==> config.mk <==
export PLATFORM = sky130hd
export DESIGN_NAME = pbas_ram
export DESIGN_NICKNAME = d
export VERILOG_FILES = /design/src/sv/pbas_ram.sv
export SDC_FILE = /design/constraint.sdc
export NUM_CORES = 2
export LEC_CHECK = 0
export ABC_AREA = 0
export ABC_CLOCK_PERIOD_IN_PS = 4100
export BUFFER_PORTS_ARGS = -buffer_cell sky130_fd_sc_hd__buf_2
export CORE_ASPECT_RATIO = 0.5
export CORE_MARGIN = 1.5
export CORE_UTILIZATION = 45
export DETAILED_ROUTE_END_ITERATION = 10
export PLACE_DENSITY = 0.68
export SETUP_SLACK_MARGIN = 0.02
export SLEW_MARGIN = 30
export SYNTH_ARGS = -nofsm -noshare
export SYNTH_HDL_FRONTEND = slang
export SYNTH_SLANG_ARGS = --single-unit
==> constraint.sdc <==
create_clock -name clk_i -period 4.1 [get_ports clk_i]
set_input_delay 0.82 -clock clk_i [delete_from_list [all_inputs] [get_ports clk_i]]
set_output_delay 0.82 -clock clk_i [all_outputs]
set_load 0.05 [all_outputs]
==> src/sv/pbas_ram.sv <==
module pbas_ram #(
  parameter int WIDTH = 8,
  parameter int DEPTH = 256,
  localparam int AW   = (DEPTH > 1) ? $clog2(DEPTH) : 1
) (
  input  logic             clk_i,
  input  logic             we_i,
  input  logic [AW-1:0]    waddr_i,
  input  logic [WIDTH-1:0] wdata_i,
  input  logic             re_i,
  input  logic [AW-1:0]    raddr_i,
  output logic [WIDTH-1:0] rdata_o
);

  logic [WIDTH-1:0] mem [DEPTH];
  logic [WIDTH-1:0] rdata_q;

  always_ff @(posedge clk_i) begin
    if (we_i) begin
      mem[waddr_i] <= wdata_i;
    end
    if (re_i) begin
      rdata_q <= mem[raddr_i];
    end
  end

  assign rdata_o = rdata_q;

endmodule

# == After elaboration in Yosys (flattened, before gate mapping) ==
# Memory sizes are Yosys's and may differ from the RTL's. A register that Yosys moved wholly into a read port is not among the register bits.
# Cells that the tools add are included.
# classes
reduce_logical,0
order_cmp,0
n_shift,0
n_eq_ne,0
n_div,0
addsub,0
mux,2
n_mul,0
bitwise_logic,0
# op_table
op,count
$mux 1,2
# word_totals
memories,1
mem_bits_ro,0
latchBits,0
regBits,0
wordCells,3
ramBits,2048
# mem_list
name,depth,word_bits,read_ports,rd_ports_with_merged_regs,write_ports,line,text
mem,256,8,1,1,1,15,logic [WIDTH-1:0] mem [DEPTH];

# == Longest topological paths before layout ==
# logic_depth
word_depth,2
depth_mapped,11

# == Least setup slack after synthesis ==
# OpenSTA, ideal clock, no wires.
# synth_path
path_type,input to register
startpoint,input port raddr_i[0]
endpoint,"register rdata_q[2], in the netlist rdata_o[2] (read register of mem) (data pin)"
arrival_time_ps,2627
cell_stages,9
slack_ps,1204
cell_sequence,buf_6 -> buf_12 -> buf_8 -> buf_2 -> mux4_2 -> a22oi_1 -> a21oi_1 -> nor4_1 -> nor4_2
# synth_lines
element,line,text
start: declaration,11,"input logic [AW-1:0] raddr_i,"
end: declaration,16,logic [WIDTH-1:0] rdata_q;

==> results.md <==
- Postcts setup bufs: 0
- Gpl congestion: 0.8699
- Net Count, Synth: 3,760
- Clock sink count: 2,056
- Leakage: 27.68 nW
- DR vias: 39,700
- Pre-Repair DR Iteration Count: 6
- DRC viols: 0
- Num rows: 108
- Sequential power share: 55.5%
- GRT Total Usage: 21.67%
- CTS Buffer Depth: 3
- Clock root buffer: clkbuf_16
- PwrDens: 467.0 mW/mm²
- CTS clk-pin slew, worst paths: 0.06 ns
- Min-delay worst type: primary input to flip-flop
- Dpl cells: 6,168
- CTS tree: done
- Post-synth EDFFs: 2,056
- Post-synthesis sequential area ratio: 77.53%
- Synth warnings: 0
- Setup crit end kind: flip-flop
- Switching power: 8.806 mW
- RSZ-0062 raised after global routing: no
- Max Fanout on Critical Path: 18
- Critical Path AT: 4.19 ns
- Gr ovfl total: 0
- Worst Path Class, Setup: primary input to flip-flop
- I/O Pins: 35
- Synth unique cells: 54
- Metal2 WL: 92,280 µm
- Area contributors post-synth: edfxtp_1, mux4_2, mux2i_1
- Via density: 6.111
- Antenna violations before repair: 12
- DP HPWL: 122,900 µm
- Number of hold buffers added after cts: 0
- Sw Share: 21.05%
- Initial Util: 45.61%
- CTS Buf Count: 180
- Fillers: 13,450
- Cell Int Power: 33.04 mW
- Logic pwr share: 5.3%
- H-tree Lvls: 4
- Post-synth top area share: 77.53%
- Minimum clock period: 3.684 ns
- Area of the mapped netlist: 0.07964 mm²
- Top Metal Used: met5
- Status: finished, final reports clean
- Req. time, crit path: 4.61 ns
- Yosys top cell by area: edfxtp_1
- First-pass GRT wire length: 281,400 µm
- Clock Latency Late Sink: 0.81 ns
- Die Wd: 597.9 µm
- Nets: 4,012
- Nature of the critical path startpoint: primary input
- Final Hold Viols: 0
- Die area: 0.1797 mm²
- Final Hold Slack: 0.5294 ns
- Most common cell after layout, fill and taps aside: edfxtp_1
- Clk pwr share: 39.3%
- Clock Skews: 0.03322 ns
- Maximum VDD drop: 361.1 µV
- Slew Limit Fails: 0
- Post-synthesis register bit count: 2,056
- WL met3: 20,300 µm
- Met1 Routed Length: 77,400 µm
- Tcrit/Tclk final: 89.85%
- Fmax: 271.4 MHz
- Flop-to-flop setup slack: 1.07 ns
- WL final: 194,500 µm
- Final setup fails: 0
- Worst-Margin Slew: 1.099 ns
- Cells after synthesis: 3,733
- Synth-to-layout area growth: 12.50%
- IO buf count: 34
- Slew margin rel.: 26.04%
- DRT iter0 DRCs: 5,426
- Syn avg cell area: 21.33 µm²
- Post-synth top flop: edfxtp_1
- Final non-filler cell total: 6,496
- Avg WL per Cell: 29.94 µm
- Most frequent cells in the layout: edfxtp_1, mux4_2, nor2_1, buf_4, clkbuf_16
- Async set-reset flop share out of synthesis: 0%
- Die Y: 300.5 µm
- Cts repair resizes: 0
- Power Total: 41.84 mW
- Layout cell share with drive strength beyond 1: 24.96%
- Largest net degree at the start of global routing: 119
- Final ANT Viol Nets: 0
- # Max-Cap Violations: 0
- Core Region: 0.1746 mm²
- Number of global-route vias before repair: 39,580
-- state kept, by name, summed over array words and instances, names as in the netlist --
name	count
rdata_o	8
mem	2048
-- power groups by stage --
stage	logic [mW]	clock network [mW]	registers, mW
after floorplan	1.13	0	23.7
after global placement	2.15	0	23.7
after detailed placement	2.20	0	23.7
after CTS	2.20	16.6	23.2
after global routing	2.30	17.4	23.2
final	2.21	16.4	23.2
-- worst paths after layout --
| kind | from | end | cells after the start |
|---|---|---|---|
| hold / removal | re_i | rdata_o[3] | 1 |
| setup reg to reg | mem[15][4] | rdata_o[4] | 6 |
| setup / recovery | raddr_i[0] | rdata_o[4] | 10 |
| hold reg to reg | mem[41][3] | rdata_o[3] | 7 |
-- cell type report --
type | instances | area, µm² | area share (%)
inverter | 2 | 7.507 | 0.008379
clock inverter | 94 | 777.0 | 0.8672
tap | 2365 | 2959 | 3.303
multi-input combinational | 1442 | 16520 | 18.44
timing repair buffer | 303 | 2743 | 3.061
antenna | 4 | 10.01 | 0.01117
sequential | 2056 | 61740 | 68.91
clock buffer | 230 | 4841 | 5.403
-- cell families (layout without fill, tap and decap cells) --
family	Yosys count	in the layout	share of synthesized area, %
multiplexers	591	591	14.60
other	0	4	0
AND/OR/NAND/NOR	466	466	2.625
buffers and inverters	235	629	1.829
AO/OA/AOI/OAI	385	385	3.416
flip-flops	2056	2056	77.53
-- cells in the mapped netlist (13+ instances only) --
library cell / n
a211oi_1: 16
a21oi_1: 96
a221oi_1: 13
a22oi_1: 133
buf_1: 22
buf_2: 31
buf_4: 27
buf_6: 21
buf_8: 13
clkbuf_1: 111
edfxtp_1: 2056
mux2i_1: 134
mux4_2: 454
nand2_1: 33
nand3_1: 34
nor2_1: 282
nor2b_1: 31
nor3_1: 22
nor4_1: 24
o221ai_1: 46
o22ai_1: 28
-- critical path: stages --
cell	delay (ns)
buf_8	0.18
buf_12	0.24
buf_12	0.22
buf_12	0.21
mux4_2	0.51
a22oi_1	0.51
a21oi_1	0.14
nor4_1	0.94
buf_4	0.25
nor4_1	0.05
-- layer usage --
layer / global-route usage, % / vias up
met2: 34.13 / 2168
met1: 30.90 / 21030
li1: - / 16210
met5: 0 / -
met4: 5.590 / 4
met3: 4.834 / 291
-- metrics by stage --
| step | area, µm² | utilization, % | worst slack (ns) | TNS, ns |
|---|---|---|---|---|
| 2_1_floorplan | 79640 | - | 1.204 | 0 |
| 3_3_place_gp | 83900 | 48.06 | -0.5437 | -1.436 |
| 3_5_place_dp | 83950 | 48.09 | -0.2706 | -0.4833 |
| 4_1_cts | 89570 | 51.30 | 0.5565 | 0 |
| 5_1_grt | 89590 | 51.32 | 0.4911 | 0 |
| 6_report | 89590 | 51.32 | 0.4160 | 0 |
(Power assumes the default switching activity.)
